`src/hw/rtl/ceta_pkg.sv`:
```
`default_nettype none
// ---------------------------------------------------------------------------
// ceta_pkg: shared types and constants
// Register indexes, divider handshake structs, calendar constants and the
// month length / leap year helpers for the calendar elapsed time adder.
// ---------------------------------------------------------------------------
package ceta_pkg;

    // Field widths
    localparam int unsigned TickW   = 32;
    localparam int unsigned YearW   = 12;
    localparam int unsigned MonthW  = 4;
    localparam int unsigned DayW    = 5;
    localparam int unsigned HourW   = 5;
    localparam int unsigned MinuteW = 6;
    localparam int unsigned SecondW = 6;
    localparam int unsigned CfgIdxW = 3;
    localparam int unsigned CfgDataW = 32;

    // Divider widths: divisors are at most 1000
    localparam int unsigned DivW  = 32;
    localparam int unsigned DvsW  = 10;
    localparam int unsigned MagW  = 32;
    localparam int unsigned ProdW = DivW + MagW;

    // Running day count before the month walk (base day plus about 50 days)
    localparam int unsigned DayAccW = 8;

    // Divisors
    localparam logic [DvsW-1:0] MsPerSec     = DvsW'(1000);
    localparam logic [DvsW-1:0] SecPerMin    = DvsW'(60);
    localparam logic [DvsW-1:0] MinPerHour   = DvsW'(60);
    localparam logic [DvsW-1:0] HourPerDay   = DvsW'(24);

    // Reciprocals: q = (x * mag) >> shift is exact for every 32-bit x
    localparam logic [MagW-1:0] MsPerSecMag   = 32'd274877907;
    localparam int unsigned     MsPerSecShift = 38;
    localparam logic [MagW-1:0] SixtyMag      = 32'd2290649225;
    localparam int unsigned     SixtyShift    = 37;
    localparam logic [MagW-1:0] DayMag        = 32'd2863311531;
    localparam int unsigned     DayShift      = 36;

    localparam logic [TickW-1:0] ElapsedLimit = TickW'(100000000);

    // Accepted base range
    localparam logic [YearW-1:0] YearMin = YearW'(2023);
    localparam logic [YearW-1:0] YearMax = YearW'(2100);
    localparam logic [YearW-1:0] CenturyNoLeap = YearW'(2100);

    // Fallback time 2023-01-01 12:00:00
    localparam logic [YearW-1:0]   FbYear   = YearW'(2023);
    localparam logic [MonthW-1:0]  FbMonth  = MonthW'(1);
    localparam logic [DayW-1:0]    FbDay    = DayW'(1);
    localparam logic [HourW-1:0]   FbHour   = HourW'(12);
    localparam logic [MinuteW-1:0] FbMinute = MinuteW'(0);
    localparam logic [SecondW-1:0] FbSecond = SecondW'(0);

    // Configuration register indexes
    typedef enum logic [CfgIdxW-1:0] {
        CFG_BASE_YEAR   = 3'd0,
        CFG_BASE_MONTH  = 3'd1,
        CFG_BASE_DAY    = 3'd2,
        CFG_BASE_HOUR   = 3'd3,
        CFG_BASE_MINUTE = 3'd4,
        CFG_BASE_SECOND = 3'd5,
        CFG_BASE_TICK   = 3'd6,
        CFG_TIME_VALID  = 3'd7
    } cfg_idx_t;

    // Stored base time
    typedef struct packed {
        logic [YearW-1:0]   base_year;
        logic [MonthW-1:0]  base_month;
        logic [DayW-1:0]    base_day;
        logic [HourW-1:0]   base_hour;
        logic [MinuteW-1:0] base_minute;
        logic [SecondW-1:0] base_second;
        logic [TickW-1:0]   base_tick;
        logic               time_valid;
    } cfg_t;

    // Divider request and response
    typedef struct packed {
        logic            start;
        logic [DivW-1:0] dividend;
        logic [DvsW-1:0] divisor;
    } div_req_t;

    typedef struct packed {
        logic            done;
        logic [DivW-1:0] quotient;
        logic [DvsW-1:0] remainder;
    } div_rsp_t;

    // Leap rule; years seen by the month walk stay within 2023..2103, where
    // 2100 is the only century year
    function automatic logic is_leap(input logic [YearW-1:0] y);
        return (y[1:0] == 2'b00) && (y != CenturyNoLeap);
    endfunction

    // Days in a month; codes outside 1..12 count as 31 days
    function automatic logic [DayW-1:0] month_days(input logic [MonthW-1:0] m,
                                                   input logic leap);
        logic [DayW-1:0] len;
        case (m)
            4'd1:    len = DayW'(31);
            4'd2:    len = leap ? DayW'(29) : DayW'(28);
            4'd3:    len = DayW'(31);
            4'd4:    len = DayW'(30);
            4'd5:    len = DayW'(31);
            4'd6:    len = DayW'(30);
            4'd7:    len = DayW'(31);
            4'd8:    len = DayW'(31);
            4'd9:    len = DayW'(30);
            4'd10:   len = DayW'(31);
            4'd11:   len = DayW'(30);
            4'd12:   len = DayW'(31);
            default: len = DayW'(31);
        endcase
        return len;
    endfunction

endpackage
`default_nettype wire

```
`src/hw/rtl/ceta_div.sv`:
```
`default_nettype none
// ---------------------------------------------------------------------------
// ceta_div: shared constant divider
// Unsigned 32-bit division by 1000, 60 or 24 through a reciprocal multiply:
// operand load, 32 x 32 product, quotient, remainder; done rises with the remainder.
// ---------------------------------------------------------------------------
module ceta_div
    import ceta_pkg::*;
(
    input  wire logic     clk,
    input  wire logic     rst_n,
    input  wire div_req_t req,
    output div_rsp_t      rsp
);

    logic              ph1_reg, ph1_next;
    logic              ph2_reg, ph2_next;
    logic              ph3_reg, ph3_next;
    logic              done_reg, done_next;
    logic [DivW-1:0]   num_reg, num_next;
    logic [MagW-1:0]   mag_reg, mag_next;
    logic [DvsW-1:0]   dvs_reg, dvs_next;
    logic [ProdW-1:0]  prod_reg, prod_next;
    logic [DivW-1:0]   quo_reg, quo_next;
    logic [DvsW-1:0]   rem_reg, rem_next;
    logic [MagW-1:0]   mag_sel;

    // Reciprocal for the requested divisor
    always_comb
    begin
        case (req.divisor)
            MsPerSec:   mag_sel = MsPerSecMag;
            SecPerMin:  mag_sel = SixtyMag;
            HourPerDay: mag_sel = DayMag;
            default:    mag_sel = '0;
        endcase
    end

    // Operand load, product, quotient, remainder
    always_comb
    begin
        ph1_next  = 1'b0;
        ph2_next  = ph1_reg;
        ph3_next  = ph2_reg;
        done_next = ph3_reg;
        num_next  = num_reg;
        mag_next  = mag_reg;
        dvs_next  = dvs_reg;
        prod_next = prod_reg;
        quo_next  = quo_reg;
        rem_next  = rem_reg;

        if (req.start)
        begin
            ph1_next = 1'b1;
            num_next = req.dividend;
            mag_next = mag_sel;
            dvs_next = req.divisor;
        end

        if (ph1_reg)
        begin
            prod_next = ProdW'(num_reg) * ProdW'(mag_reg);
        end

        if (ph2_reg)
        begin
            case (dvs_reg)
                MsPerSec:   quo_next = DivW'(prod_reg >> MsPerSecShift);
                SecPerMin:  quo_next = DivW'(prod_reg >> SixtyShift);
                HourPerDay: quo_next = DivW'(prod_reg >> DayShift);
                default:    quo_next = '0;
            endcase
        end

        if (ph3_reg)
        begin
            // remainder is below 1000, so the low ten bits of x - q*d are exact
            rem_next = num_reg[DvsW-1:0] - DvsW'(quo_reg[DvsW-1:0] * dvs_reg);
        end
    end

    // Control
    always_ff @(posedge clk or negedge rst_n)
    begin
        if (!rst_n)
        begin
            ph1_reg  <= 1'b0;
            ph2_reg  <= 1'b0;
            ph3_reg  <= 1'b0;
            done_reg <= 1'b0;
        end
        else
        begin
            ph1_reg  <= ph1_next;
            ph2_reg  <= ph2_next;
            ph3_reg  <= ph3_next;
            done_reg <= done_next;
        end
    end

    // Datapath
    always_ff @(posedge clk)
    begin
        num_reg  <= num_next;
        mag_reg  <= mag_next;
        dvs_reg  <= dvs_next;
        prod_reg <= prod_next;
        quo_reg  <= quo_next;
        rem_reg  <= rem_next;
    end

    assign rsp.done      = done_reg;
    assign rsp.quotient  = quo_reg;
    assign rsp.remainder = rem_reg;

endmodule
`default_nettype wire

```
`config.mk`:
```
export PLATFORM = sky130hd
export DESIGN_NAME = ceta_div
export DESIGN_NICKNAME = d
export VERILOG_FILES = /design/src/hw/rtl/ceta_pkg.sv /design/src/hw/rtl/ceta_div.sv
export SDC_FILE = /design/constraint.sdc
export NUM_CORES = 2
export LEC_CHECK = 0
export BUFFER_PORTS_ARGS = -buffer_cell sky130_fd_sc_hd__buf_4
export CAP_MARGIN = 20
export CORE_MARGIN = 2
export CORE_UTILIZATION = 45
export DETAILED_ROUTE_END_ITERATION = 10
export GPL_TIMING_DRIVEN = 0
export MAX_ROUTING_LAYER = met4
export PLACE_DENSITY = 0.66
export SYNTH_ARGS = -nofsm -noshare
export SYNTH_HDL_FRONTEND = slang
export SYNTH_SLANG_ARGS = --single-unit
```
`constraint.sdc`:
```
create_clock -name clk -period 23 [get_ports clk]
set_input_delay 3.45 -clock clk [delete_from_list [all_inputs] [get_ports clk]]
set_output_delay 3.45 -clock clk [all_outputs]
set_load 0.01 [all_outputs]
```
==> impl.org <==
** Timing
- Between clock sinks in the finished design, the worst skew comes to ~21 ps.
- Highest clock rate :: approximately 99 MHz
- Remaining max-slew budget at the tightest pin :: 0.207
- Across all setup checks in the final design, the least slack found is roughly 13000 ps.
- For the pin with the worst max-slew slack, the measured transition is around 1200 ps.
- Setup repair after global routing missed its margin :: false
- In the finished design, the share of the clock period the worst path needs comes to 0.440.
- Final worst path period need :: 10130 ps
- The number of hold violations in the final report was 0.
- Setup violations remaining at the end of the flow were counted as 0.
- After routing, the total negative slack on setup checks comes to 0 ps.
- The final count of pins violating max slew is 0.
- Final hold slack :: between 500 and 600 ps

** Global routing
- The number of antenna violations at the first check in global routing came to 1.
- Remaining global-route overflow :: 0
- The via count of the first global-routing pass came to roughly 23000.
- Maximum number of pins on one net before global-route repair :: 49
- First-pass GRT wire length :: around 140000 um
- Across every metal layer, demand over resource in global routing totals 0.283.

** Placed design
- Input and output buffers added on the ports amount to 83.
- Placer congestion estimate :: approximately 1.0
- In this run the cell area measured after placement is around 33000 um^2.
- The HPWL after detailed placement is 83700 um.
- Before CTS, the worst setup slack after placement is approximately 13000 ps.

** CTS
- In this run the post-CTS setup repair buffer count came out at 0.
- Counting along the longest clock path gives a buffer depth of 2.
- After clock tree synthesis, the clock-pin slew on the worst setup and hold paths is around 60 ps.
- Clock insertion delay at the later pin of the skew report :: 480 ps
- Buffers inserted to repair hold after CTS numbered 0.
- CTS placed an instance of clkbuf_16 at the clock tree root.
- TritonCTS created 17 clock buffers.
- Max H-tree Level :: 4
- CTS sink count :: about 120
- Post_cts resized :: 0
- TritonCTS clock tree :: yes

** Worst setup path
- End point of the critical path :: prod_reg[53]
- Worst setup path class :: reg2reg
- The setup check on the worst reg-to-reg path leaves a slack of 12870 ps.
- The worst register-to-register path has a depth of 27.
- Source of the worst register-to-register timing path :: mag_reg[28]
- Of all nets on the critical path, the largest fanout is 10.
- Setup crit start kind :: flop
- Nature of the critical path endpoint :: flop
- Tracing the worst setup path back leads to its startpoint at mag_reg[28].
- In this run the critical register-to-register path is captured at prod_reg[53].
- At the worst endpoint, the required time is 23200 ps.
- Crit path arrival time :: around 10000 ps

** Finish
- Post-layout nets :: 4368
- Relative to the synthesized area, the layout overhead comes to 8.04%.
- With fillers left out, the area of the finished cells amounts to 33600 um^2.
- Max reg flops :: 32
- In the layout the commonest cells are inv_1 (1028), fa_1 (634), ha_1 (459), nand2_1 (181), edfxtp_1 (113).
- The library cell used most frequently in the layout, excluding fill and tap cells, is inv_1.
- The number of antenna diodes in the final layout is 0.
- Share of layout cells above drive strength 1 :: 0.0429

** Synth
- Counting every instance in the synthesized netlist gives approximately 3100.
- The synthesized design contains 117 register bits.
- The mapped netlist covers 31100 um^2.
- In this run, synthesis inferred 113 flip-flops with an integrated enable.
- For this run, the leading register cell type out of synthesis is edfxtp_1.
- Number of distinct library cells after synthesis :: 62
- The share of the Yosys chip area taken by registers is 0.112.
- Share of async-settable or async-resettable flops after synthesis :: 0.0342
- Number of synthesis warnings :: 0
- Syn_area_per_cell :: 9.97 um^2

** Status
- The run finished with clean final reports.

** Worst hold path
- Hold Crit Class :: reg2reg
- The worst hold path begins at prod_reg[36].

** Drt
- The first routing iteration left 1686 violations.
- After detailed routing, the average wire length per cell comes to about 22 um.
- Number of vias per cell :: just over 5
- In this run the remaining antenna-violating nets after routing total 0.
- Detailed-routing iteration count for the pre-antenna-repair pass :: 10
- Routed length on met1 :: 37500 um
- Routed vias :: between 20000 and 25000
- Routed signal wires occupy layers up through met4.
- After detailed routing, the met2 layer carries around 44000 um of wire.
- Wires add up to 93600 um.
- Wire length on met3 :: slightly below 6000 um
- # DRC :: 0

** Die
- Effective utilization at floorplan :: 0.454
- Height of the die :: around 270 um
- The die covers roughly 71000 um^2.
- Placement Rows :: 96
- Placeable Area :: approximately 70000 um^2
- The die is roughly 270 um wide.
- For this design the top-level I/O count stands at a little under 90.

** Job
- Max-cap violations in this run came to 0.
-- worst max-delay path: stages (launching register included) --
cell       delay (ps)
edfxtp_1          310
clkbuf_1          590
clkbuf_1          650
clkbuf_1          690
nand2_1           280
inv_1             300
ha_1              220
inv_1             100
fa_1              500
inv_1              50
fa_1              490
inv_1             100
fa_1              540
inv_1              50
fa_1              470
fa_1              610
fa_1              470
fa_1              510
ha_1              370
a21o_1            240
a2111oi_0         480
o31ai_1           280
nand4_1           270
o21ai_1           210
a21o_1            300
a311oi_1          420
o21ai_0           170
xor2_1            180
-- cells in the mapped netlist, drive strengths merged, types with 3 or more instances --
cell / count / area share
and2: 114 / 0.023
a31o: 5 / 0.0014
nor3: 8 / 0.0013
edfxtp: 113 / 0.11
nand2b: 3 / 0.00060
dfrtp: 4 / 0.0032
nor2: 57 / 0.0069
o21bai: 19 / 0.0046
a311oi: 4 / 0.0011
a21boi: 7 / 0.0017
buf: 7 / 0.0017
nor2b: 5 / 0.0010
a222oi: 26 / 0.0084
o221ai: 4 / 0.0015
inv: 1028 / 0.12
xor2: 59 / 0.017
and4: 4 / 0.0011
fa: 634 / 0.41
a21o: 36 / 0.0087
maj3: 4 / 0.0013
a31oi: 10 / 0.0020
xnor2: 88 / 0.025
clkbuf: 55 / 0.0066
a221oi: 4 / 0.0013
a211oi: 3 / 0.00072
ha: 459 / 0.18
nand2: 181 / 0.022
a21oi: 55 / 0.0090
and3: 6 / 0.0012
nand4: 15 / 0.0030
a2111oi: 4 / 0.0013
nand3: 26 / 0.0042
o21a: 8 / 0.0019
o21ai: 39 / 0.0063
-- layout make-up --
cell class                      instances  area, um^2
Fill cell                            6541       34900
Multi-Input combinational cell       1917       23500
Inverter                             1029        3860
Sequential cell                       117        3490
Tap cell                              931        1160
Timing Repair Buffer                   86         683
Clock buffer                           17         425
Buffer                                 62         260
Clock inverter                         15         220
-- stage by stage --
step | instances | utilization
4_1_cts | 4172 | 0.490
3_3_place_gp | 4139 | 0.480
5_1_grt | 4174 | 0.490
2_1_floorplan | 3125 | -
3_5_place_dp | 4140 | 0.480
6_report | 4174 | 0.490
-- logic make-up after synthesis --
| group | Yosys count | synth area share |
|---|---|---|
| adders and majority gates | 1097 | 0.593 |
| muxes | 1 | 0.000321 |
| xor gates and xnor gates | 147 | 0.0414 |
| buffers and inverters | 1091 | 0.132 |
| and+or+nand+nor | 431 | 0.0668 |
| DFF | 117 | 0.112 |
| AOI/OAI and AO/OA | 237 | 0.0534 |
| other | 1 | 0.000120 |
-- metal layers --
layer / up-vias / GRT usage
li1: 9618 / -
met1: 10800 / 0.348
met2: 809 / 0.454
met3: 262 / 0.0378
met4: 0 / 0.155
met5: - / -
-- how the worst min path moves through the flow --
stage / to / depth (start not counted) / slack, ps
detailed placement: quo_reg[0] / 2 / 570
finish: quo_reg[0] / 2 / 580
CTS: quo_reg[0] / 2 / 590
floorplan: quo_reg[0] / 2 / 520
global route: quo_reg[27] / 1 / 620
global placement: quo_reg[0] / 2 / 550
Power is not shown: default switching activity piles up to over one toggle a cycle in this logic, so the estimate is an artifact.
