### src/hw/rtl/ceta_pkg.sv
`default_nettype none
// ---------------------------------------------------------------------------
// ceta_pkg: shared types and constants
// Register indexes, divider handshake structs, calendar constants and the
// month length / leap year helpers for the calendar elapsed time adder.
// ---------------------------------------------------------------------------
package ceta_pkg;

    // Field widths
    localparam int unsigned TickW   = 32;
    localparam int unsigned YearW   = 12;
    localparam int unsigned MonthW  = 4;
    localparam int unsigned DayW    = 5;
    localparam int unsigned HourW   = 5;
    localparam int unsigned MinuteW = 6;
    localparam int unsigned SecondW = 6;
    localparam int unsigned CfgIdxW = 3;
    localparam int unsigned CfgDataW = 32;

    // Divider widths: divisors are at most 1000
    localparam int unsigned DivW  = 32;
    localparam int unsigned DvsW  = 10;
    localparam int unsigned MagW  = 32;
    localparam int unsigned ProdW = DivW + MagW;

    // Running day count before the month walk (base day plus about 50 days)
    localparam int unsigned DayAccW = 8;

    // Divisors
    localparam logic [DvsW-1:0] MsPerSec     = DvsW'(1000);
    localparam logic [DvsW-1:0] SecPerMin    = DvsW'(60);
    localparam logic [DvsW-1:0] MinPerHour   = DvsW'(60);
    localparam logic [DvsW-1:0] HourPerDay   = DvsW'(24);

    // Reciprocals: q = (x * mag) >> shift is exact for every 32-bit x
    localparam logic [MagW-1:0] MsPerSecMag   = 32'd274877907;
    localparam int unsigned     MsPerSecShift = 38;
    localparam logic [MagW-1:0] SixtyMag      = 32'd2290649225;
    localparam int unsigned     SixtyShift    = 37;
    localparam logic [MagW-1:0] DayMag        = 32'd2863311531;
    localparam int unsigned     DayShift      = 36;

    localparam logic [TickW-1:0] ElapsedLimit = TickW'(100000000);

    // Accepted base range
    localparam logic [YearW-1:0] YearMin = YearW'(2023);
    localparam logic [YearW-1:0] YearMax = YearW'(2100);
    localparam logic [YearW-1:0] CenturyNoLeap = YearW'(2100);

    // Fallback time 2023-01-01 12:00:00
    localparam logic [YearW-1:0]   FbYear   = YearW'(2023);
    localparam logic [MonthW-1:0]  FbMonth  = MonthW'(1);
    localparam logic [DayW-1:0]    FbDay    = DayW'(1);
    localparam logic [HourW-1:0]   FbHour   = HourW'(12);
    localparam logic [MinuteW-1:0] FbMinute = MinuteW'(0);
    localparam logic [SecondW-1:0] FbSecond = SecondW'(0);

    // Configuration register indexes
    typedef enum logic [CfgIdxW-1:0] {
        CFG_BASE_YEAR   = 3'd0,
        CFG_BASE_MONTH  = 3'd1,
        CFG_BASE_DAY    = 3'd2,
        CFG_BASE_HOUR   = 3'd3,
        CFG_BASE_MINUTE = 3'd4,
        CFG_BASE_SECOND = 3'd5,
        CFG_BASE_TICK   = 3'd6,
        CFG_TIME_VALID  = 3'd7
    } cfg_idx_t;

    // Stored base time
    typedef struct packed {
        logic [YearW-1:0]   base_year;
        logic [MonthW-1:0]  base_month;
        logic [DayW-1:0]    base_day;
        logic [HourW-1:0]   base_hour;
        logic [MinuteW-1:0] base_minute;
        logic [SecondW-1:0] base_second;
        logic [TickW-1:0]   base_tick;
        logic               time_valid;
    } cfg_t;

    // Divider request and response
    typedef struct packed {
        logic            start;
        logic [DivW-1:0] dividend;
        logic [DvsW-1:0] divisor;
    } div_req_t;

    typedef struct packed {
        logic            done;
        logic [DivW-1:0] quotient;
        logic [DvsW-1:0] remainder;
    } div_rsp_t;

    // Leap rule; years seen by the month walk stay within 2023..2103, where
    // 2100 is the only century year
    function automatic logic is_leap(input logic [YearW-1:0] y);
        return (y[1:0] == 2'b00) && (y != CenturyNoLeap);
    endfunction

    // Days in a month; codes outside 1..12 count as 31 days
    function automatic logic [DayW-1:0] month_days(input logic [MonthW-1:0] m,
                                                   input logic leap);
        logic [DayW-1:0] len;
        case (m)
            4'd1:    len = DayW'(31);
            4'd2:    len = leap ? DayW'(29) : DayW'(28);
            4'd3:    len = DayW'(31);
            4'd4:    len = DayW'(30);
            4'd5:    len = DayW'(31);
            4'd6:    len = DayW'(30);
            4'd7:    len = DayW'(31);
            4'd8:    len = DayW'(31);
            4'd9:    len = DayW'(30);
            4'd10:   len = DayW'(31);
            4'd11:   len = DayW'(30);
            4'd12:   len = DayW'(31);
            default: len = DayW'(31);
        endcase
        return len;
    endfunction

endpackage
`default_nettype wire

### src/hw/rtl/ceta_cfg.sv
`default_nettype none
// ---------------------------------------------------------------------------
// ceta_cfg: base time register file
// Decodes configuration writes and holds the stored base date, time and tick.
// ---------------------------------------------------------------------------
module ceta_cfg
    import ceta_pkg::*;
(
    input  wire logic                clk,
    input  wire logic                rst_n,
    input  wire logic                cfg_we,
    input  wire logic [CfgIdxW-1:0]  cfg_index,
    input  wire logic [CfgDataW-1:0] cfg_data,
    output cfg_t                     cfg
);

    cfg_t cfg_reg;
    cfg_t cfg_next;

    // Write decode; each register keeps the low bits of the data word
    always_comb
    begin
        cfg_next = cfg_reg;
        if (cfg_we)
        begin
            case (cfg_idx_t'(cfg_index))
                CFG_BASE_YEAR:   cfg_next.base_year   = cfg_data[YearW-1:0];
                CFG_BASE_MONTH:  cfg_next.base_month  = cfg_data[MonthW-1:0];
                CFG_BASE_DAY:    cfg_next.base_day    = cfg_data[DayW-1:0];
                CFG_BASE_HOUR:   cfg_next.base_hour   = cfg_data[HourW-1:0];
                CFG_BASE_MINUTE: cfg_next.base_minute = cfg_data[MinuteW-1:0];
                CFG_BASE_SECOND: cfg_next.base_second = cfg_data[SecondW-1:0];
                CFG_BASE_TICK:   cfg_next.base_tick   = cfg_data[TickW-1:0];
                CFG_TIME_VALID:  cfg_next.time_valid  = cfg_data[0];
                default:         cfg_next = cfg_reg;
            endcase
        end
    end

    always_ff @(posedge clk or negedge rst_n)
    begin
        if (!rst_n)
        begin
            cfg_reg.base_year   <= FbYear;
            cfg_reg.base_month  <= MonthW'(1);
            cfg_reg.base_day    <= DayW'(1);
            cfg_reg.base_hour   <= '0;
            cfg_reg.base_minute <= '0;
            cfg_reg.base_second <= '0;
            cfg_reg.base_tick   <= '0;
            cfg_reg.time_valid  <= 1'b0;
        end
        else
        begin
            cfg_reg <= cfg_next;
        end
    end

    assign cfg = cfg_reg;

endmodule
`default_nettype wire

### config.mk
export PLATFORM = sky130hd
export DESIGN_NAME = ceta_cfg
export DESIGN_NICKNAME = d
export VERILOG_FILES = /design/src/hw/rtl/ceta_pkg.sv /design/src/hw/rtl/ceta_cfg.sv
export SDC_FILE = /design/constraint.sdc
export NUM_CORES = 1
export LEC_CHECK = 0
export BUFFER_PORTS_ARGS = -buffer_cell sky130_fd_sc_hd__buf_2
export CORE_MARGIN = 5
export CORE_UTILIZATION = 45
export CTS_CLUSTER_SIZE = 14
export DETAILED_ROUTE_END_ITERATION = 16
export HOLD_SLACK_MARGIN = 0.08
export PLACE_DENSITY = 0.75
export SLEW_MARGIN = 10
export SYNTH_ARGS = -nofsm -noshare
export SYNTH_HDL_FRONTEND = slang
export SYNTH_SLANG_ARGS = --single-unit
export TNS_END_PERCENT = 100
### constraint.sdc
create_clock -name clk -period 0.9 [get_ports clk]
set_clock_uncertainty 0.05 [all_clocks]
set_input_delay 0.09 -clock clk [delete_from_list [all_inputs] [get_ports clk]]
set_output_delay 0.09 -clock clk [all_outputs]
set_load 0.02 [all_outputs]
==> metrics.md, run 1 <==
| Metric | Value |
|---|---|
| Mapped Nets | 196 |
| Slack of the critical path | -0.255 ns |
| Synthesis-to-layout area growth | 83.9% |
| Lkg Pwr | 0.00257 µW |
| Final worst path period share | 1.28 |
| Final hold vios | 0 |
| Die Ht | 88.6 µm |
| #FFs+latches synth | 71 |
| Placed cell count | 344 |
| Chip width | 88.6 µm |
| Crit path DAT | 1.02 ns |
| Synth unique cells | 13 |
| Num ports | 109 |
| Outcome | finished with violations |
| Critical path cell sequence | buf_6 |
| MaxCap Viol Count | 0 |
| Yosys top cell area share | 0.540 |
| Port bufs | 108 |
| Worst hold path startpoint | cfg_data[0] |
| Placed cell areas | 3670 µm² |
| Root Buffer | clkbuf_8 |
| Mapped Avg Cell Area | 17.6 µm² |
| Hold Path Class | input pin to flop |
| GRT overflow | 0 |
| Critical-path maximum fanout | 2 |
| R2r endpoint | cfg[70] |
| Largest family of logic cells by synthesized area | multiplexers |
| Mux cell area share after synthesis | 0.287 |
| Max frequency | 865 MHz |
| Synth Area in XOR/XNOR | 0 |
| HPWL Detailed | 4.66 mm |
| Vias | 2168 |
| Register area | 1790 µm² |
| Cell taking the most area after synthesis | dfrtp_1 |
| Drt total wl | 9.36 mm |
| Per-cell routed wire length | 21.7 µm |
| Synthesized area | 2780 µm² |
| Fin area | 5120 µm² |
| Reg-to-reg slack, setup | -0.10 ns |
| Row count | 28 |
| Drt drc | 0 |
| Deepest clock path buffer count | 2 |
| Largest net degree at the start of global routing | 37 |
| WHS Path Cells | 2 |
| Number of CTS-inserted buffers | 9 |
| Slew @ Worst Pin | 0.282 ns |
| CTS tree | yes |
| RSZ-0062 raised after global routing | yes |
| Most common cell after layout, fill and taps aside | buf_6 |
| Worst VDD drop | 1.43 mV |
| Footprint of the multi-input gates | 1140 µm² |
| Worst-path clk slew | 0.08 ns |
| Violated checks | negative setup slack |
| Synth Warn # | 0 |
| Final Util | 0.859 |
| Max reg flops | 71 |
| Starting Density | 0.467 |
| Total power draw | 11800 µW |
| CP endpoint kind | output pin |
| Cell family with most CP delay | flip-flops |
| Slowest CP cell | dfstp_2 |
| Final non-filler cell total | 432 |
| Crit path time final | 1.16 ns |
| First-pass GRT wire length | 13.2 mm |
| Sink Count | 71 |
| Initial antenna violation count | 0 |
| DIE AREA | 7860 µm² |
| Final Wtd Congestion | 0.694 |
| Routed Antenna Nets | 0 |
| Synth Instances | 158 |
| R2R depth | 2 |
| Max Slew Vio Count | 0 |
| Fillers | 257 |
| Adder-cell share of the synthesized area | 0 |
| 1st-iter DRT viols | 43 |
| Reg-to-Reg Start | cfg[70] |
| Ant diodes | 0 |
| CP peak stage delay | 0.56 ns |
| Via/cell ratio | 5.02 |
| Vias in the first global route | 2490 |
| Rel. slew slack | 0.811 |
| H-tree levels | 3 |
| Top cells by area, synth | dfrtp_1, mux2_2, dfstp_2 |
| Gr usage total | 0.227 |
| Nets@finish | 391 |
| Final setup fails | 110 |
| Most frequent cells in the layout | buf_6, dfrtp_1, mux2_4 |
| Clock latency at the later pin of the worst-skew pair | 0.32 ns |
| CTS Hold Bufs | 31 |
| Power per Cell Area | 2310 nW/µm² |
| Buf/Inv on CP | 1 |
| Share of cells above drive strength 1 | 0.737 |
| Sequential area share after synthesis | 0.643 |
| Synth Area in Simple Gates | 0.0414 |
| Post-synthesis compound-gate area fraction | 0 |
| First-pass DRT Iterations | 4 |
| Core Footprint | 5960 µm² |
| Setup CP Type | flop to output pin |
| CP required | 0.76 ns |
| WHS Endpoint | cfg[55] |
| Startpoint types | flop |
==> worst max path at each step <==
stage,start,end,slack (ns),cells past startpoint
2_1_floorplan,cfg_index[2],cfg[62],-0.29,4
3_3_place_gp,cfg_index[2],cfg[62],-0.34,4
3_5_place_dp,cfg_index[2],cfg[69],-0.35,4
4_1_cts,cfg[55],cfg[55],-0.26,1
5_1_grt,cfg[66],cfg[66],-0.28,1
6_report,cfg[66],cfg[66],-0.26,1
==> cell type report <==
type	instances	area share
timing repair buffer	192	0.374
sequential	71	0.350
multi-input combinational	79	0.222
clock buffer	12	0.0323
tap	75	0.0183
clock inverter	3	0.00342
==> timing repair <==
item / 4_1_cts / 5_1_grt
endpoints found under the hold margin: 142 / 1
pin swaps: 1 / 1
cloned: 1 / 0
endpoints found under the setup margin: 74 / 117
setup buffers: 34 / 10
resized for setup: 159 / 30
==> metal layers <==
metal | global-route usage | wire length [µm]
met3 | 0.0577 | 746
met1 | 0.269 | 3550
met2 | 0.399 | 4850
met5 | 0 | 0
met4 | 0.0810 | 208
==> through the flow <==
step / worst slack (ns) / setup TNS, ns / hold WS (ns)
CTS: -0.261 / -11.37 / 0.0563
finish: -0.255 / -11.44 / 0.0603
global route: -0.280 / -14.38 / 0.0654
detailed placement: -0.352 / -19.17 / 0.0659
floorplan: -0.287 / -8.86 / -0.256
global placement: -0.340 / -18.38 / 0.0585
==> power breakdown <==
group / leakage (µW) / total, µW / switching, µW / internal (µW)
Clock: 0.0000942 / 2340 / 1140 / 1200
Combinational: 0.00164 / 4850 / 1880 / 2980
Sequential: 0.000836 / 4640 / 663 / 3980
==> cell families after synthesis <==
kind of cell	after synthesis
and+or+nand+nor	8
muxes	71
buffers and inverters	8
DFF	71
==> cells in the mapped netlist (all sizes together) <==
cell type / count
dfrtp: 60
buf: 8
nand4: 1
nand4b: 3
and4bb: 3
dfstp: 11
mux2: 71
nor4b: 1
Power figures use the tool's default switching activity.
==> inputs of run 2 (changes only) <==
--- a/config.mk
+++ b/config.mk
@@ -11,6 +11,7 @@
 export CTS_CLUSTER_SIZE = 14
 export DETAILED_ROUTE_END_ITERATION = 16
 export HOLD_SLACK_MARGIN = 0.08
+export MAX_ROUTING_LAYER = met4
 export PLACE_DENSITY = 0.75
 export SLEW_MARGIN = 10
 export SYNTH_ARGS = -nofsm -noshare
==> constraint.sdc (replaced) <==
create_clock -name clk -period 0.9 [get_ports clk]
set_clock_uncertainty 0.05 [all_clocks]
set_input_delay 0.09 -clock clk [delete_from_list [all_inputs] [get_ports clk]]
set_output_delay 0.09 -clock clk [all_outputs]
set_load 0.05 [all_outputs]
==> metrics.md, run 2 (synthesis results as in run 1) <==
| Metric | Value |
|---|---|
| Outcome | finished with violations |
| Violated checks | negative setup slack |
| Ant diodes | 0 (unchanged) |
| 1st-iter DRT viols | 57 (+33%) |
| First-pass GRT wire length | 13.2 mm (-0.31%) |
| R2r endpoint | cfg[44] |
| CP required | 0.76 ns (about the same) |
| RSZ-0062 raised after global routing | yes |
| Per-cell routed wire length | 21.5 µm (-0.62%) |
| Starting Density | 0.467 (unchanged) |
| Critical path cell sequence | buf_8 |
| Sequential share of power | 0.337 (-0.055) |
| Slack of the critical path | -0.317 ns (-0.0618 ns) |
| Row count | 28 (unchanged) |
| Worst VDD drop | 1.85 mV (+29%) |
| Die Ht | 88.6 µm (unchanged) |
| Setup CP Type | flop to output pin |
| Psw | 5370 µW (+46%) |
| Num ports | 109 (unchanged) |
| Fillers | 276 (+7.4%) |
| Drt drc | 0 (unchanged) |
| Placed cell areas | 3720 µm² (+1.4%) |
| Slew @ Worst Pin | 0.276 ns (-0.00589 ns) |
| Synthesis-to-layout area growth | 79.5% |
| Largest net degree at the start of global routing | 36 (-2.7%) |
| Port bufs | 108 (unchanged) |
| Via/cell ratio | 5.00 (-0.37%) |
| GRT overflow | 0 (unchanged) |
| Critical-path maximum fanout | 2 (unchanged) |
| CP endpoint kind | output pin |
| Power per Cell Area | 2810 nW/µm² (+22%) |
| Fin area | 5000 µm² (-2.4%) |
| Slowest CP cell | dfstp_2 |
| Final Wtd Congestion | 0.730 (+5.3%) |
| Vias | 2060 (-5.0%) |
| MaxCap Viol Count | 0 (unchanged) |
| Root Buffer | clkbuf_8 |
| Final setup fails | 90 (-18%) |
| Crit path DAT | 1.08 ns (+0.06 ns) |
| Max Slew Vio Count | 0 (unchanged) |
| Max reg flops | 71 (unchanged) |
| HPWL Detailed | 4.67 mm (about the same) |
| Max frequency | 822 MHz (-5.1%) |
| Nets@finish | 370 (-5.4%) |
| Routed Antenna Nets | 0 (unchanged) |
| Reg-to-reg slack, setup | -0.09 ns (about the same) |
| Drt total wl | 8.87 mm (-5.2%) |
| Reg-to-Reg Start | cfg[44] |
| Gate power share | 0.441 (+0.031) |
| Internal | 8680 µW (+6.3%) |
| Final hold vios | 0 (unchanged) |
| Deepest clock path buffer count | 2 (unchanged) |
| Buf/Inv on CP | 1 (unchanged) |
| Most common cell after layout, fill and taps aside | buf_6 |
| Initial antenna violation count | 0 (unchanged) |
| R2R depth | 2 (unchanged) |
| Clock latency at the later pin of the worst-skew pair | 0.35 ns (+0.03 ns) |
| Setup TNS Final | -14.32 ns (-2.88 ns) |
| Vias in the first global route | 2383 (-4.3%) |
| Sink Count | 71 (unchanged) |
| CTS tree | yes |
| Hold Path Class | input pin to async pin |
| Most frequent cells in the layout | buf_6, dfrtp_2, mux2_4 |
| Gr usage total | 0.239 (+0.0117) |
| H-tree levels | 3 (unchanged) |
| Share of cells above drive strength 1 | 0.864 (+0.127) |
| Crit path time final | 1.22 ns (+0.0618 ns) |
| Core Footprint | 5960 µm² (unchanged) |
| Cell family with most CP delay | flip-flops |
| Startpoint types | flop |
| Chip width | 88.6 µm (unchanged) |
| Final Hold Slack | 0.103 ns (+0.0423 ns) |
| CP peak stage delay | 0.57 ns (about the same) |
| Clock share of power | 0.222 (+0.024) |
| First-pass DRT Iterations | 5 (+1) |
| Final worst path period share | 1.35 (+0.0687) |
| Number of CTS-inserted buffers | 9 (unchanged) |
| Lkg Pwr | 0.00237 µW (-7.5%) |
| Worst-path clk slew | 0.09 ns (about the same) |
| Rel. slew slack | 0.815 (+0.00394) |
| Switching Fraction | 0.382 (+0.0717) |
| DIE AREA | 7860 µm² (unchanged) |
-- run 2: cell count changes in the layout (fill, tap and decap cells not counted), moves of 9 or more --
cell and delta:
buf_4 -15, mux2_2 +9, buf_6 -22, dfrtp_2 +50, buf_8 +11, dfrtp_1 -50, mux2_4 -9
-- run 2: layer usage --
metal / vias to the layer above / wire length [µm] / track usage
li1: 908 / - / -
met1: 1038 / 3560 / 0.289
met2: 104 / 4570 / 0.401
met3: 10 / 637 / 0.0689
met4: 0 / 98 / 0.0495
met5: - / 0 / -
-- run 2: worst max-delay path by stage --
stage | startpoint | endpoint | slack, ns | depth (start not counted)
after floorplan | cfg_index[2] | cfg[62] | -0.29 | 4
after global placement | cfg_index[2] | cfg[62] | -0.34 | 4
after detailed placement | cfg_index[2] | cfg[62] | -0.37 | 4
after CTS | cfg[59] | cfg[59] | -0.31 | 1
after global routing | cfg[66] | cfg[66] | -0.35 | 1
final | cfg[65] | cfg[65] | -0.32 | 1
-- run 2: cell type report --
cell class | count | area, µm² | share of cell area
clock buffer | 9 | 124 | 0.0248
clock inverter | 7 | 120 | 0.0240
multi-input combinational | 79 | 1100 | 0.221
sequential | 71 | 1850 | 0.371
tap | 75 | 93.8 | 0.0188
timing repair buffer | 171 | 1700 | 0.341
-- run 2: per-stage QoR --
stage	util	instances	worst slack, ns	power, µW
after floorplan	-	158	-0.287	8010
after detailed placement	0.625	344	-0.373	9120
after global placement	0.625	344	-0.343	9050
after CTS	0.823	406	-0.308	13700
after global routing	0.839	412	-0.352	14500
final	0.839	412	-0.317	14100
-- run 2: power groups by stage --
stage | clock network [µW] | registers (µW) | logic [µW]
final | 3120 | 4740 | 6190
after global placement | 0 | 4460 | 4590
after floorplan | 0 | 7020 | 984
after detailed placement | 0 | 4480 | 4640
after CTS | 3150 | 4630 | 5940
after global routing | 3340 | 4810 | 6400
-- run 2: timing repair --
item	CTS	global route
hold buffers	33	0
setup buffers	13	11
pin swaps	0	1
cloned	0	0
setup endpoints to repair	71	95
endpoints found under the hold margin	142	0
resized for setup	158	17
==> inputs of run 3 (changes only) <==
--- a/config.mk
+++ b/config.mk
@@ -13,6 +13,7 @@
 export HOLD_SLACK_MARGIN = 0.08
 export MAX_ROUTING_LAYER = met4
 export PLACE_DENSITY = 0.75
+export REMOVE_ABC_BUFFERS = 1
 export SLEW_MARGIN = 10
 export SYNTH_ARGS = -nofsm -noshare
 export SYNTH_HDL_FRONTEND = slang
==> metrics.md, run 3 (synthesis results as in run 1) <==
| Metric | Value |
|---|---|
| Row count | 28 (unchanged) |
| GRT overflow | 0 (unchanged) |
| Internal | 7480 µW (-14%) |
| Max reg flops | 71 (unchanged) |
| Startpoint types | flop |
| Worst-path clk slew | 0.07 ns (-0.02 ns) |
| Final worst path period share | 1.30 (-0.0477) |
| Buf/Inv on CP | 1 (unchanged) |
| Most frequent cells in the layout | buf_6, mux2_2, dfrtp_1 |
| Port bufs | 108 (unchanged) |
| CP endpoint kind | output pin |
| H-tree levels | 3 (unchanged) |
| Clock share of power | 0.180 (-0.042) |
| Initial antenna violation count | 0 (unchanged) |
| RSZ-0062 raised after global routing | yes |
| MaxCap Viol Count | 0 (unchanged) |
| Final Wtd Congestion | 0.803 (+9.9%) |
| Slew @ Worst Pin | 0.338 ns (+0.0620 ns) |
| Gate power share | 0.454 (+0.013) |
| Cell family with most CP delay | flip-flops |
| CP required | 0.76 ns (about the same) |
| Hold Path Class | input pin to async pin |
| Final hold vios | 0 (unchanged) |
| Max Slew Vio Count | 0 (unchanged) |
| Pre-CTS setup slack | -0.374 ns (-0.000727 ns) |
| Lkg Pwr | 0.00215 µW (-9.3%) |
| Crit. Startpoint | cfg[55] |
| Vias | 1982 (-3.8%) |
| Worst VDD drop | 1.69 mV (-9.0%) |
| Starting Density | 0.467 (unchanged) |
| Critical path cell sequence | buf_8 |
| Slack of the critical path | -0.274 ns (+0.0429 ns) |
| CTS tree | yes |
| Register area | 1790 µm² (-3.4%) |
| Sink Count | 71 (unchanged) |
| Crit path time final | 1.17 ns (-0.0429 ns) |
| Root Buffer | clkbuf_8 |
| Placed cell areas | 3470 µm² (-6.9%) |
| HPWL Detailed | 4.43 mm (-5.1%) |
| Share of cells above drive strength 1 | 0.695 (-0.168) |
| Outcome | finished with violations |
| Number of CTS-inserted buffers | 9 (unchanged) |
| Core Footprint | 5960 µm² (unchanged) |
| Drt drc | 0 (unchanged) |
| Clock latency at the later pin of the worst-skew pair | 0.33 ns (-0.02 ns) |
| Setup CP Type | flop to output pin |
| Fin area | 4590 µm² (-8.2%) |
| First-pass DRT Iterations | 4 (-1) |
| Violated checks | negative setup slack |
| Die Ht | 88.6 µm (unchanged) |
| Sequential share of power | 0.366 (+0.029) |
| Synthesis-to-layout area growth | 64.8% |
| Psw | 4940 µW (-8.0%) |
| Drt total wl | 7.19 mm (-19%) |
| Final non-filler cell total | 403 (-2.2%) |
| Routed Antenna Nets | 0 (unchanged) |
| Largest net degree at the start of global routing | 46 (+28%) |
| Footprint of the multi-input gates | 948 µm² (-14%) |
| Final Hold Slack | 0.233 ns (+0.130 ns) |
| Fillers | 348 (+26%) |
| Ant diodes | 0 (unchanged) |
| Rel. slew slack | 0.774 (-0.0407) |
| DIE AREA | 7860 µm² (unchanged) |
| Nets@finish | 361 (-2.4%) |
| Gr usage total | 0.200 (-0.0394) |
| Chip width | 88.6 µm (unchanged) |
| Num ports | 109 (unchanged) |
| Placed cell count | 345 (+0.29%) |
| Power per Cell Area | 2710 nW/µm² (-3.7%) |
| Critical-path maximum fanout | 2 (unchanged) |
| Max frequency | 852 MHz (+3.7%) |
| Vias in the first global route | 2219 (-6.9%) |
| Slowest CP cell | dfstp_2 |
| Via/cell ratio | 4.92 (-1.6%) |
| Switching Fraction | 0.398 (+0.0155) |
| 1st-iter DRT viols | 100 (+75%) |
| Crit path DAT | 1.03 ns (-0.05 ns) |
| Final setup fails | 83 (-7.8%) |
| Deepest clock path buffer count | 2 (unchanged) |
| Reg-to-Reg Start | cfg[55] |
| CP peak stage delay | 0.55 ns (-0.02 ns) |
| Per-cell routed wire length | 17.9 µm (-17%) |
| First-pass GRT wire length | 11.2 mm (-15%) |
| Most common cell after layout, fill and taps aside | buf_6 |
run 3: cell count changes in the layout (fill, tap and decap cells not counted), sizes merged:
cell / before / now
buf: 138 / 129
bufinv: 3 / 0
clkbuf: 9 / 15
clkinv: 2 / 1
clkinvlp: 1 / 0
inv: 1 / 0
run 3: layer usage:
metal  wire [µm]  share of wire  GRT usage  vias to the layer above
met4          22         0.0031     0.0563                        0
met1        2910           0.40      0.229                     1006
met5           0              0          -                        -
li1            -              -          -                      894
met2        3720           0.52      0.333                       79
met3         543          0.075     0.0680                        3
run 3: area by class of cell:
cell class | instances | share of cell area
clock buffer | 15 | 0.0363
clock inverter | 1 | 0.00109
multi-input combinational | 79 | 0.207
sequential | 71 | 0.390
tap | 75 | 0.0205
timing repair buffer | 162 | 0.345
run 3: what timing repair did:
item | in CTS | in global routing
setup buffers | 4 | 7
endpoints found under the hold margin | 139 | 0
resized for setup | 156 | 15
endpoints found under the setup margin | 73 | 97
hold buffers | 33 | 0
run 3: worst paths after layout:
path                            slack (ns)  endpoint  cells past startpoint
worst max-delay path                 -0.27   cfg[55]                      1
worst min-delay path                  0.23   cfg[48]                      3
worst max register to register       -0.09   cfg[55]                      3
worst min register to register        0.48    cfg[6]                      1
max in group asynchronous             0.20   cfg[67]                      3
min in group clk                      0.28    cfg[0]                      4
run 3: metrics by stage:
step,utilization,setup TNS (ns),power (µW)
finish,0.770,-11.00,12400
global placement,0.582,-21.09,8640
CTS,0.755,-12.06,12300
detailed placement,0.582,-22.14,8720
floorplan,-,-13.08,7550
global route,0.770,-14.23,12900
run 3: power groups by stage:
stage	logic (µW)	clock network [µW]	registers, µW
floorplan	663	0	6890
global placement	4290	0	4340
detailed placement	4340	0	4380
CTS	5480	2300	4530
finish	5640	2240	4550
global route	5850	2430	4620
